<file path="config.mk">
export PLATFORM = sky130hd
export DESIGN_NAME = bounded_queue_with_drop_policy
export DESIGN_NICKNAME = d
export VERILOG_FILES = /design/src/bqdp_pkg.sv /design/src/bqdp_front.sv /design/src/bqdp_back.sv /design/src/bounded_queue_with_drop_policy.sv
export SDC_FILE = /design/constraint.sdc
export NUM_CORES = 2
export LEC_CHECK = 0
export BUFFER_PORTS_ARGS = -buffer_cell sky130_fd_sc_hd__buf_2
export CAP_MARGIN = 30
export CELL_PAD_IN_SITES_DETAIL_PLACEMENT = 1
export CELL_PAD_IN_SITES_GLOBAL_PLACEMENT = 1
export CORE_ASPECT_RATIO = 0.7
export CORE_UTILIZATION = 59
export DETAILED_ROUTE_END_ITERATION = 6
export PLACE_DENSITY_LB_ADDON = 0.1
export RECOVER_POWER = 25
export REMOVE_ABC_BUFFERS = 1
export SLEW_MARGIN = 15
export SYNTH_ARGS = -nofsm -noshare
export SYNTH_HDL_FRONTEND = slang
export SYNTH_SLANG_ARGS = --single-unit
</file>
<file path="constraint.sdc">
create_clock -name aclk -period 23.1 [get_ports aclk]
set_input_delay 2.31 -clock aclk [delete_from_list [all_inputs] [get_ports aclk]]
set_output_delay 2.31 -clock aclk [all_outputs]
set_load 0.01 [all_outputs]
</file>
<file path="src/bqdp_pkg.sv">
// Package: types, codes and sizes shared by the bounded queue block.
`default_nettype none
package bqdp_pkg;
    localparam int QueueDepth   = 16;
    localparam int PayloadBits  = 64;
    localparam int PriorityBits = 3;

    localparam logic [2:0] CMD_PUSH   = 3'd0;
    localparam logic [2:0] CMD_PPUSH  = 3'd1;
    localparam logic [2:0] CMD_POP    = 3'd2;
    localparam logic [2:0] CMD_CLEAR  = 3'd3;
    localparam logic [2:0] CMD_CLOSE  = 3'd4;
    localparam logic [2:0] CMD_REOPEN = 3'd5;

    localparam logic [2:0] ST_DONE    = 3'd0;
    localparam logic [2:0] ST_CLOSED  = 3'd1;
    localparam logic [2:0] ST_DROPPED = 3'd2;
    localparam logic [2:0] ST_WAIT    = 3'd3;
    localparam logic [2:0] ST_EMPTY   = 3'd4;

    localparam logic [2:0] POL_BLOCK    = 3'd0;
    localparam logic [2:0] POL_OLDEST   = 3'd1;
    localparam logic [2:0] POL_PRIORITY = 3'd2;
    localparam logic [2:0] POL_ADAPTIVE = 3'd3;
    localparam logic [2:0] POL_REJECT   = 3'd4;

    localparam logic [1:0] REG_CAPACITY = 2'd0;
    localparam logic [1:0] REG_POLICY   = 2'd1;
    localparam logic [1:0] REG_HIGH     = 2'd2;

    typedef struct packed {
        logic [2:0]  command;
        logic [63:0] payload_in;
        logic [2:0]  event_priority;
        logic [2:0]  request_priority;
    } in_item_t;

    typedef struct packed {
        logic [2:0]  status;
        logic [63:0] payload_out;
        logic [2:0]  priority_out;
        logic        evicted;
        logic [4:0]  entry_count;
        logic        is_full;
        logic        is_empty;
        logic        is_closed;
        logic [31:0] drop_total;
    } out_item_t;
endpackage
`default_nettype wire

</file>
<file path="src/bqdp_front.sv">
// Front end: takes input items and holds them in a short command queue.
`default_nettype none
module bqdp_front #(
    parameter int CmdDepth = 2
) (
    input  wire  logic              aclk,
    input  wire  logic              aresetn,
    input  wire  logic              s_valid,
    output logic                    s_ready,
    input  wire  bqdp_pkg::in_item_t s_data,
    output logic                    c_valid,
    input  wire  logic              c_ready,
    output bqdp_pkg::in_item_t      c_data
);
    localparam int AW = $clog2(CmdDepth);
    bqdp_pkg::in_item_t mem_reg [CmdDepth];
    logic [AW-1:0] wr_reg, rd_reg;
    logic [AW:0]   cnt_reg;
    logic          push, pop;

    assign s_ready = (cnt_reg != (AW+1)'(CmdDepth));
    assign c_valid = (cnt_reg != '0);
    assign c_data  = mem_reg[rd_reg];
    assign push    = s_valid && s_ready;
    assign pop     = c_valid && c_ready;

    always_ff @(posedge aclk) begin
        if (push) begin
            mem_reg[wr_reg] <= s_data;
        end
        if (!aresetn) begin
            wr_reg  <= '0;
            rd_reg  <= '0;
            cnt_reg <= '0;
        end else begin
            if (push) begin
                wr_reg <= (wr_reg == AW'(CmdDepth-1)) ? '0 : wr_reg + 1'b1;
            end
            if (pop) begin
                rd_reg <= (rd_reg == AW'(CmdDepth-1)) ? '0 : rd_reg + 1'b1;
            end
            cnt_reg <= cnt_reg + (AW+1)'(push) - (AW+1)'(pop);
        end
    end
endmodule
`default_nettype wire

</file>
<file path="src/bqdp_back.sv">
// Back end: executes queue commands, scans and compacts for priority eviction.
`default_nettype none
module bqdp_back #(
    parameter int QueueDepth   = bqdp_pkg::QueueDepth,
    parameter int PayloadBits  = bqdp_pkg::PayloadBits,
    parameter int PriorityBits = bqdp_pkg::PriorityBits
) (
    input  wire  logic               aclk,
    input  wire  logic               aresetn,
    input  wire  logic               c_valid,
    output logic                     c_ready,
    input  wire  bqdp_pkg::in_item_t c_data,
    input  wire  logic [4:0]         cap_reg,
    input  wire  logic [2:0]         pol_reg,
    input  wire  logic [2:0]         high_reg,
    output logic                     m_valid,
    input  wire  logic               m_ready,
    output bqdp_pkg::out_item_t      m_data
);
    localparam int AW = $clog2(QueueDepth);
    localparam int CW = AW + 1;

    typedef enum logic [2:0] {IDLE, SCAN, CHECK, SHIFT, SHIFTW, RESULT} state_t;

    logic [PayloadBits-1:0]  pay_mem [QueueDepth];
    logic [PriorityBits-1:0] pri_mem [QueueDepth];

    state_t                  state_reg;
    logic [AW-1:0]           head_reg;
    logic [CW-1:0]           count_reg;
    logic [31:0]             drops_reg;
    logic                    closed_reg;
    bqdp_pkg::in_item_t      cmd_reg;
    logic [CW-1:0]           idx_reg, best_reg;
    logic [PriorityBits-1:0] bestp_reg, rdp_reg;
    logic [PayloadBits-1:0]  rdd_reg;
    logic [2:0]              st_reg;
    logic [63:0]             pout_reg;
    logic [2:0]              prout_reg;
    logic                    ev_reg;
    logic                    out_valid_reg;
    bqdp_pkg::out_item_t     out_reg;

    logic [CW-1:0]           lim;
    logic                    full;
    logic [AW-1:0]           tail_slot, idx_slot, nxt_slot, head_inc;
    logic [PriorityBits-1:0] epri, rpri, rpri_in;
    logic [31:0]             drops_inc;
    logic                    is_push, policy_ok;
    logic [2:0]              pol;

    function automatic logic [AW-1:0] wrap_slot(logic [CW-1:0] s);
        return (s >= CW'(QueueDepth)) ? AW'(s - CW'(QueueDepth)) : AW'(s);
    endfunction

    always_comb begin
        if (cap_reg == 5'd0) begin
            lim = CW'(1);
        end else if (32'(cap_reg) > QueueDepth) begin
            lim = CW'(QueueDepth);
        end else begin
            lim = CW'(cap_reg);
        end
    end

    assign full      = count_reg >= lim;
    assign tail_slot = wrap_slot(CW'(head_reg) + count_reg);
    assign idx_slot  = wrap_slot(CW'(head_reg) + idx_reg);
    assign nxt_slot  = wrap_slot(CW'(head_reg) + idx_reg + CW'(1));
    assign head_inc  = wrap_slot(CW'(head_reg) + CW'(1));
    assign epri      = PriorityBits'(c_data.event_priority);
    assign rpri      = PriorityBits'(cmd_reg.request_priority);
    assign rpri_in   = PriorityBits'(c_data.request_priority);
    assign drops_inc = (drops_reg == '1) ? drops_reg : drops_reg + 1'b1;
    assign is_push   = c_data.command == bqdp_pkg::CMD_PUSH
                    || c_data.command == bqdp_pkg::CMD_PPUSH;
    assign pol       = (pol_reg > bqdp_pkg::POL_REJECT) ? bqdp_pkg::POL_REJECT : pol_reg;
    assign policy_ok = 1'b1;
    assign c_ready   = (state_reg == IDLE) && !(out_valid_reg && !m_ready) && policy_ok;
    assign m_valid   = out_valid_reg;
    assign m_data    = out_reg;

    always_ff @(posedge aclk) begin
        rdp_reg <= pri_mem[idx_slot];
        rdd_reg <= pay_mem[nxt_slot];
        if (state_reg == IDLE && c_valid && c_ready && is_push && !closed_reg
            && !full) begin
            pay_mem[tail_slot] <= PayloadBits'(c_data.payload_in);
            pri_mem[tail_slot] <= epri;
        end
        if (state_reg == IDLE && c_valid && c_ready && is_push && !closed_reg
            && full && c_data.command == bqdp_pkg::CMD_PPUSH
            && (pol == bqdp_pkg::POL_OLDEST
                || (pol == bqdp_pkg::POL_ADAPTIVE
                    && rpri_in >= high_reg))) begin
            pay_mem[tail_slot] <= PayloadBits'(c_data.payload_in);
            pri_mem[tail_slot] <= epri;
        end
        if (state_reg == SHIFTW) begin
            pay_mem[idx_slot] <= rdd_reg;
            pri_mem[idx_slot] <= pri_mem[nxt_slot];
        end
        if (state_reg == RESULT) begin
            if (st_reg == bqdp_pkg::ST_DONE && ev_reg
                && cmd_reg.command == bqdp_pkg::CMD_PPUSH
                && pol == bqdp_pkg::POL_PRIORITY) begin
                pay_mem[tail_slot] <= PayloadBits'(cmd_reg.payload_in);
                pri_mem[tail_slot] <= PriorityBits'(cmd_reg.event_priority);
            end
        end
        if (!aresetn) begin
            state_reg     <= IDLE;
            head_reg      <= '0;
            count_reg     <= '0;
            drops_reg     <= '0;
            closed_reg    <= 1'b0;
            out_valid_reg <= 1'b0;
        end else begin
            if (m_valid && m_ready) begin
                out_valid_reg <= 1'b0;
            end
            unique case (state_reg)
                IDLE: begin
                    if (c_valid && c_ready) begin
                        cmd_reg   <= c_data;
                        st_reg    <= bqdp_pkg::ST_DONE;
                        pout_reg  <= '0;
                        prout_reg <= '0;
                        ev_reg    <= 1'b0;
                        state_reg <= RESULT;
                        case (c_data.command)
                            bqdp_pkg::CMD_PUSH, bqdp_pkg::CMD_PPUSH: begin
                                if (closed_reg) begin
                                    st_reg <= bqdp_pkg::ST_CLOSED;
                                end else if (!full) begin
                                    count_reg <= count_reg + 1'b1;
                                end else if (c_data.command == bqdp_pkg::CMD_PUSH) begin
                                    drops_reg <= drops_inc;
                                    st_reg    <= bqdp_pkg::ST_DROPPED;
                                end else if (pol == bqdp_pkg::POL_BLOCK) begin
                                    st_reg <= bqdp_pkg::ST_WAIT;
                                end else if (pol == bqdp_pkg::POL_OLDEST
                                    || (pol == bqdp_pkg::POL_ADAPTIVE
                                        && rpri_in >= high_reg)) begin
                                    head_reg  <= head_inc;
                                    drops_reg <= drops_inc;
                                    ev_reg    <= 1'b1;
                                end else if (pol == bqdp_pkg::POL_PRIORITY) begin
                                    drops_reg <= drops_inc;
                                    idx_reg   <= '0;
                                    best_reg  <= '0;
                                    state_reg <= SCAN;
                                end else begin
                                    drops_reg <= drops_inc;
                                    st_reg    <= bqdp_pkg::ST_DROPPED;
                                end
                            end
                            bqdp_pkg::CMD_POP: begin
                                if (count_reg == '0) begin
                                    st_reg <= bqdp_pkg::ST_EMPTY;
                                end else begin
                                    pout_reg  <= 64'(pay_mem[head_reg]);
                                    prout_reg <= 3'(pri_mem[head_reg]);
                                    head_reg  <= head_inc;
                                    count_reg <= count_reg - 1'b1;
                                end
                            end
                            bqdp_pkg::CMD_CLEAR: begin
                                count_reg <= '0;
                                head_reg  <= '0;
                            end
                            bqdp_pkg::CMD_CLOSE:  closed_reg <= 1'b1;
                            bqdp_pkg::CMD_REOPEN: closed_reg <= 1'b0;
                            default: ;
                        endcase
                    end
                end
                SCAN: begin
                    // read of entry idx lands in rdp_reg next cycle
                    state_reg <= CHECK;
                end
                CHECK: begin
                    if (idx_reg == '0 || rdp_reg < bestp_reg) begin
                        best_reg  <= idx_reg;
                        bestp_reg <= rdp_reg;
                    end
                    if (idx_reg + 1'b1 < count_reg) begin
                        idx_reg   <= idx_reg + 1'b1;
                        state_reg <= SCAN;
                    end else if (((idx_reg == '0 || rdp_reg < bestp_reg) ? rdp_reg
                                  : bestp_reg) >= rpri) begin
                        st_reg    <= bqdp_pkg::ST_DROPPED;
                        state_reg <= RESULT;
                    end else begin
                        ev_reg    <= 1'b1;
                        idx_reg   <= (idx_reg == '0 || rdp_reg < bestp_reg) ? idx_reg
                                     : best_reg;
                        state_reg <= SHIFT;
                    end
                end
                SHIFT: begin
                    if (idx_reg + 1'b1 < count_reg) begin
                        state_reg <= SHIFTW;
                    end else begin
                        count_reg <= count_reg - 1'b1;
                        state_reg <= RESULT;
                    end
                end
                SHIFTW: begin
                    idx_reg   <= idx_reg + 1'b1;
                    state_reg <= SHIFT;
                end
                RESULT: begin
                    if (ev_reg && cmd_reg.command == bqdp_pkg::CMD_PPUSH
                        && pol == bqdp_pkg::POL_PRIORITY) begin
                        count_reg <= count_reg + 1'b1;
                    end
                    out_valid_reg <= 1'b1;
                    state_reg     <= IDLE;
                end
                default: state_reg <= IDLE;
            endcase
        end
    end

    always_ff @(posedge aclk) begin
        if (state_reg == RESULT) begin
            out_reg.status       <= st_reg;
            out_reg.payload_out  <= pout_reg;
            out_reg.priority_out <= prout_reg;
            out_reg.evicted      <= ev_reg;
            out_reg.entry_count  <= 5'(count_reg + CW'(ev_reg
                && cmd_reg.command == bqdp_pkg::CMD_PPUSH
                && pol == bqdp_pkg::POL_PRIORITY));
            out_reg.is_full      <= (count_reg + CW'(ev_reg
                && cmd_reg.command == bqdp_pkg::CMD_PPUSH
                && pol == bqdp_pkg::POL_PRIORITY)) >= lim;
            out_reg.is_empty     <= (count_reg + CW'(ev_reg
                && cmd_reg.command == bqdp_pkg::CMD_PPUSH
                && pol == bqdp_pkg::POL_PRIORITY)) == '0;
            out_reg.is_closed    <= closed_reg;
            out_reg.drop_total   <= drops_reg;
        end
    end
endmodule
`default_nettype wire

</file>
<file path="src/bounded_queue_with_drop_policy.sv">
// Top level: bounded event queue with a configurable overflow drop policy.
`default_nettype none
// One result item per command. Push, pop, clear, close and reopen pass from
// IDLE to RESULT in the back end; a priority push into a full queue under the
// drop-by-priority policy scans the held entries one by one and then, if a
// victim is chosen, compacts the entries behind it before the result is given.
// A two-entry command queue decouples input acceptance from execution.
module bounded_queue_with_drop_policy #(
    parameter int QUEUE_DEPTH   = bqdp_pkg::QueueDepth,
    parameter int PAYLOAD_BITS  = bqdp_pkg::PayloadBits,
    parameter int PRIORITY_BITS = bqdp_pkg::PriorityBits
) (
    input  wire  logic                aclk,
    input  wire  logic                aresetn,
    input  wire  logic                s_valid,
    output logic                      s_ready,
    input  wire  bqdp_pkg::in_item_t  s_data,
    output logic                      m_valid,
    input  wire  logic                m_ready,
    output bqdp_pkg::out_item_t       m_data,
    input  wire  logic                cfg_valid,
    output logic                      cfg_ready,
    input  wire  logic [1:0]          cfg_index,
    input  wire  logic [31:0]         cfg_data
);
    logic [4:0]         cap_reg;
    logic [2:0]         pol_reg, high_reg;
    logic               c_valid, c_ready;
    bqdp_pkg::in_item_t c_data;

    assign cfg_ready = 1'b1;

    always_ff @(posedge aclk) begin
        if (!aresetn) begin
            cap_reg  <= 5'd16;
            pol_reg  <= bqdp_pkg::POL_REJECT;
            high_reg <= 3'd2;
        end else if (cfg_valid) begin
            unique case (cfg_index)
                bqdp_pkg::REG_CAPACITY: cap_reg  <= cfg_data[4:0];
                bqdp_pkg::REG_POLICY:   pol_reg  <= cfg_data[2:0];
                bqdp_pkg::REG_HIGH:     high_reg <= cfg_data[2:0];
                default: ;
            endcase
        end
    end

    bqdp_front u_front (
        .aclk, .aresetn, .s_valid, .s_ready, .s_data,
        .c_valid, .c_ready, .c_data
    );

    bqdp_back #(
        .QueueDepth(QUEUE_DEPTH), .PayloadBits(PAYLOAD_BITS),
        .PriorityBits(PRIORITY_BITS)
    ) u_back (
        .aclk, .aresetn, .c_valid, .c_ready, .c_data,
        .cap_reg, .pol_reg, .high_reg,
        .m_valid, .m_ready, .m_data
    );
endmodule
`default_nettype wire

</file>
Yosys cells after proc, flatten, opt, wreduce, memory -nomap -nowiden

Memories as Yosys holds them, arrays and structs flattened. A register that Yosys moved wholly into a read port is not among the register bits.
Index checks and enable logic that the tools add are counted.

Input bits: 112
Bits in writable memories: 1218
Word-level logic and storage cells: 271
Memories: 3
Output and inout port bits: 114
Register bits after elaboration: 262

$add $sub $neg: 17
$lt $le $gt $ge: 12
Reduce and logical (&&, ||, !) cells: 59
Equality and inequality tests: 43
Multiplexer cells: 101
Bitwise gates (word level): 6

Memory list:

| memory          | depth | bits a word | rd ports | clocked after memory_dff | write ports | RTL line         | RTL |
|---|---|---|---|---|---|---|---|
| u_back.pay_mem  | 16    | 64          | 2        | 2                        | 1           | bqdp_back.sv:25  | `logic [PayloadBits-1:0] pay_mem [QueueDepth];` |
| u_front.mem_reg | 2     | 73          | 1        | 1                        | 1           | bqdp_front.sv:16 | `bqdp_pkg::in_item_t mem_reg [CmdDepth];` |
| u_back.pri_mem  | 16    | 3           | 3        | 2                        | 1           | bqdp_back.sv:26  | `logic [PriorityBits-1:0] pri_mem [QueueDepth];` |

Operators with widths:

| cell                  | number |
|---|---|
| $mux 64               | 3 |
| $mux 32               | 3 |
| $mux 5                | 19 |
| $mux 3                | 24 |
| $reduce_or 64->1      | 1 |
| $mux 4                | 12 |
| $pmux 5 s3            | 3 |
| $add 32x1->32 const B | 1 |
| $eq 32x32->1 const B  | 1 |
| $ne 2x2->1 const B    | 15 |
| $mux 1                | 29 |
| $ge 5x5->1 const B    | 4 |
| $logic_not 5->1       | 4 |
| $logic_and 1x1->1     | 19 |
| $eq 3x2->1 const B    | 6 |
| $sub 4x1->4 const B   | 4 |
| $add 5x1->5 const B   | 3 |
| $pmux 3 s5            | 1 |
| $eq 3x1->1 const B    | 4 |
| $eq 3x3->1 const B    | 4 |
| $logic_not 3->1       | 4 |
| $ne 2x1->1 const B    | 6 |
| $pmux 3 s2            | 2 |
| $pmux 4 s3            | 1 |
| 38 further kinds      | 65 |

Longest topological paths before layout

Depth after elaboration: 15
Gate-level depth with buffers: 15
Depth with buffers taken out: 13

Cells and area by module

From an unflattened synthesis, not the netlist that was laid out.

Cell total of the unflattened synthesis: 3626
Area total of the unflattened synthesis: 70657.8 µm²

Modules (own cells, without submodules):

| module                         | area each (µm²) | times used | sequential area each (µm²) | cells each |
|---|---|---|---|---|
| bqdp_back                      | 64376.7         | 1          | 42500.8                    | 3324 |
| bqdp_front                     | 5818.1          | 1          | 4484.3                     | 256 |
| bounded_queue_with_drop_policy | 462.9           | 1          | 220.2                      | 46 |

Least setup slack after synthesis

No wires, ideal clock.

Kind: register to register
Start point: register u_back.state_reg[0]
End point: memory u_back.pay_mem[10][0], enable pin
Required time: 22.526 ns
Library setup time: 0.574 ns
Path buffers: 2
Data arrival time: 8.712 ns
Slack: 13.814 ns
Clock period less this slack: 9.286 ns
Cell stages (with the launch flop): 10
Path through: dfxtp_1 -> buf_2 -> nor2b_1 -> nand2_1 -> inv_1 -> nand3_1 -> buf_2 -> nand3_1 -> nand3_1 -> nor3_1

Cells in the longest elaborated chain, start to end: 13
Elaborated cells between the ends (all ways): 25
Those cells by class: 2 x eq/ne; 10 x mux; 2 x bitwise; 11 x reduce/logical

Ends and longest elaborated chain:

| item                                      | RTL line                                          | RTL |
|---|---|---|
| from (decl)                               | bqdp_back.sv:28                                   | `state_t state_reg;` |
| from (signal assigned)                    | bqdp_back.sv:112                                  | `state_reg <= IDLE;` |
| from (signal assigned)                    | bqdp_back.sv:130                                  | `state_reg <= RESULT;` |
| from (signal assigned)                    | bqdp_back.sv:152                                  | `state_reg <= SCAN;` |
| $logic_not 3->1                           | bqdp_back.sv:79, bqdp_back.sv:86, bqdp_back.sv:91 |  |
| $logic_and 1x1->1 (on tied branches)      | bqdp_back.sv:86, bqdp_back.sv:91, bqdp_back.sv:79 |  |
| $logic_and 1x1->1 (3 in series)           | bqdp_back.sv:86, bqdp_back.sv:91                  |  |
| $logic_and 1x1->1 (2 in series)           | bqdp_back.sv:92                                   | `&& full && c_data.command == bqdp_pkg::CMD_PPUSH` |
| $logic_and 1x1->1                         | bqdp_back.sv:93                                   | `&& (pol == bqdp_pkg::POL_OLDEST` |
| $mux 1                                    | bqdp_back.sv:91                                   | `if (state_reg == IDLE && c_valid && c_ready && is_push && !closed_reg` |
| $mux 1 (implied by the code)              | bqdp_back.sv:96                                   | `pay_mem[tail_slot] <= PayloadBits'(c_data.payload_in);` |
| $or 1x1->1 (no source line) (2 in series) | n/a                                               |  |
| $mux 1 (no source line)                   | n/a                                               |  |
| to (decl)                                 | bqdp_back.sv:25                                   |  |

Several ways; a longest one is shown, not always the timed one.

Final worst setup path

Start point: register u_back.state_reg[1]
End point: memory u_back.pay_mem[13][32], enable pin

The elaborated chain is that of the path after synthesis.

==> run_results.csv <==
group,metric,value,unit
run_status,status,"complete, but fails checks",
run_status,violations,"capacitance limit, slew limit",
clocking,cts_hold_buf,0,
critical_path,worst-r2r-cell-count,10,
floorplanning,initial_utilization,0.596,
logic_synthesis,synth_top_area_share,0.638,
layout,drive_above_1_share,0.283,
critical_path,worst_path_largest_cell_delay,2.96,ns
power,cell_internal_pwr,6.80,mW
logic_synthesis,synth_most_common_cell,"edfxtp_1",
critical_path,critical_path.endpoint,"u_back.pay_mem[13][32]",
routing,ant_nets,0,
clocking,clk_latency,0.79,ns
critical_path,crit_top_cell,"buf_4",
power,switching_share,0.327,
clocking,cts.sinks,1615,
logic_synthesis,yosys.cell_types.count,79,
critical_path,cp.required,23.52,ns
timing,setup_tns,0,ns
global_routing,grt_overflow,0,
global_routing,grt_pass1_wl,278,mm
power,p_comb_frac,0.343,
logic_synthesis,ys.flop_type,"edfxtp_1",
critical_path,cp-startpoint,"u_back.state_reg[1]",
global_routing,grt_max_degree,131,
routing,routedWlPerCell,34.2,um
power,power.density,129,mW/mm^2
power,p_leak,25.5,nW
floorplanning,io_pins,226,
clocking,cts_setup_buffers,0,
routing,first_pass_iters,5,
logic_synthesis,synth_top_area_cell,"edfxtp_1",
critical_path,critPathCaptureType,"flop",
clocking,ctsHtreeMaxLevel,4,
critical_path,r2r_slack,13.66,ns
floorplanning,coreArea,0.117,sq mm
critical_path,cp-start-kind,"flop",
place,dp_hpwl,104,mm
power,p_switching,3.30,mW
timing,worst_slew_pin_slew,4.23,ns
critical_path,regToRegStartpoint,"u_back.state_reg[1]",
layout,fillers,9524,
place,port-buffer-count,197,
critical_path,worstPathArrival,9.85,ns
logic_synthesis,yosys_warnings,0,
logic_synthesis,ys_ff_latch,1615,
floorplanning,dieArea,0.120,sq mm
routing,vias,38801,
timing,final.period_utilization,0.408,
logic_synthesis,yosys-top-cells-count,"edfxtp_1 (1486), mux4_2 (618), a21oi_1 (161), mux2i_1 (150), nor2_1 (138)",
logic_synthesis,synth_top_cells_by_area,"edfxtp_1 (64%), mux4_2 (20%), dfxtp_1 (3.7%)",
logic_synthesis,syn_inst,3590,
routing,via_per_inst,7.01,
global_routing,track_usage,0.320,
floorplanning,die_h,290,um
critical_path,crit_path_cell_trace,"nor2b_1 > nand2_1 > clkinvlp_2 > nand3_1 > buf_4 > a31oi_1 > nand2b_1 > nor3_2 > buf_4 > buf_4",
timing,slew_headroom,-1.82,
clocking,cts_buffers,151,
clocking,ctsLongestPathBuffers,3,
routing,drc,0,
power,clockPowerShare,0.253,
clocking,cts_tree,"done",
layout,nNetsFinal,4013,
floorplanning,rows,105,
power,power.total,10.1,mW
timing,finalHoldViolations,0,
critical_path,path_class,"flop to flop",
global_routing,first_global_vias,41355,
timing,slew_violations,581,
logic_synthesis,yosysSeqAreaShare,0.675,
critical_path,r2r-end,"u_back.pay_mem[13][32]",
logic_synthesis,synth_edf_count,1486,
logic_synthesis,async_flop_share,0,
logic_synthesis,synth.cell_area,0.0699,sq mm
timing,fmax,106,MHz
critical_path,cp_max_fo,68,
clocking,cts-root-buf,"clkbuf_16",
timing,finalSetupViolCount,0,
layout,area_delta_synth_final,11.9,%
critical_path,cp_slowest_cell,"nand3_1",
routing,drt_iter0_markers,4845,
floorplanning,die_w,413,um
routing,drt_wl_total,189,mm
clocking,clk_pin_slew,0.07,ns
timing,rsz0062_at_grt,"false",
timing,finalCriticalPeriod,9.44,ns
place,gp_congestion,0.795,
layout,largest_register_ffs,1024,
timing,skew,0.0246,ns
hold_path,worstHoldPathType,"flop to flop",
logic_synthesis,avgSynthCellArea,19.5,sq um
global_routing,antenna_found_initial,2,
power,power_frac_seq,0.404,
power,peakVddDrop,0.169,mV
clocking,cts_resized,0,
flow_run,maxCapViolCount,16,
[logic make-up after synthesis]
family,Yosys count,synth area share
DFF,1615,0.675
muxes,843,0.233
and+or+nand+nor,458,0.0350
AOI/OAI and AO/OA,319,0.0282
buffers and inverters,274,0.0164
adders and majority gates,42,0.00773
xor gates and xnor gates,38,0.00497
other,1,0.0000536
[metrics by stage]
stage	hold WS [ns]	setup slack, ns	instance area, sq um	utilization	instances
2_1_floorplan	0.400	-4.74	68900	-	3353
3_3_place_gp	0.401	17.24	72700	0.620	5182
3_5_place_dp	0.405	16.99	72900	0.622	5190
4_1_cts	0.412	16.97	78000	0.664	5470
5_1_grt	0.427	12.95	78300	0.667	5537
6_report	0.413	13.66	78300	0.667	5538
[worst min-delay path by stage]
| stage | start | end | slack [ns] | depth (start not counted) |
|---|---|---|---|---|
| finish | u_back.pout_reg[10] | u_back.m_data[54] | 0.41 | 0 |
| global placement | u_back.pout_reg[43] | u_back.m_data[87] | 0.40 | 0 |
| detailed placement | u_back.pout_reg[28] | u_back.m_data[72] | 0.41 | 0 |
| global route | u_back.pout_reg[32] | u_back.m_data[76] | 0.43 | 0 |
| floorplan | u_back.pout_reg[56] | u_back.m_data[100] | 0.40 | 0 |
| CTS | u_back.pout_reg[10] | u_back.m_data[54] | 0.41 | 0 |
[cell usage in the layout (no fill, tap or decap), drive strengths merged, types with 28 or more instances in the layout]
cell type | synthesis | routed
clkinv | 1 | 61
mux2 | 74 | 74
o21ai | 28 | 28
buf | 121 | 200
mux2i | 151 | 151
inv | 36 | 42
mux4 | 618 | 618
nor2 | 138 | 138
a211oi | 70 | 70
and3 | 76 | 76
edfxtp | 1486 | 1486
clkbuf | 116 | 346
xor2 | 29 | 29
dfxtp | 129 | 129
nand3 | 33 | 33
a21oi | 161 | 161
nand2 | 39 | 39
ha | 40 | 40
nor2b | 72 | 72
[power by group through the flow]
stage	Sequential, mW	Combinational, mW	Clock, mW
2_1_floorplan	4.17	3.12	0
3_3_place_gp	4.11	3.17	0
3_5_place_dp	4.15	3.34	0
4_1_cts	4.09	3.38	2.58
5_1_grt	4.11	3.67	2.68
6_report	4.08	3.46	2.56
[area by class of cell]
cell class                      count  area [sq um]  area share
Antenna cell                        1          2.50   0.0000320
Sequential cell                  1615         47200       0.603
Timing Repair Buffer              353          2190      0.0280
Clock inverter                     87           891      0.0114
Multi-Input combinational cell   1701         21700       0.278
Clock buffer                      193          4130      0.0528
Inverter                           37           140     0.00179
Tap cell                         1551          1940      0.0248
[routing by layer]
layer	global-route usage	part of all wire	up-vias
li1	-	-	15547
met1	0.456	0.40	20697
met2	0.509	0.49	2203
met3	0.0624	0.087	354
met4	0.0912	0.026	0
met5	0	0	-
[critical path: cells and delay by family, from the launching register on]
kind,cells,cell delay (ns)
buffers and inverters,4,4.46
AND/OR/NAND/NOR,5,3.72
flip-flops,1,0.58
AO/OA/AOI/OAI,1,0.24
Note: power is estimated with default switching activity, not from simulation.
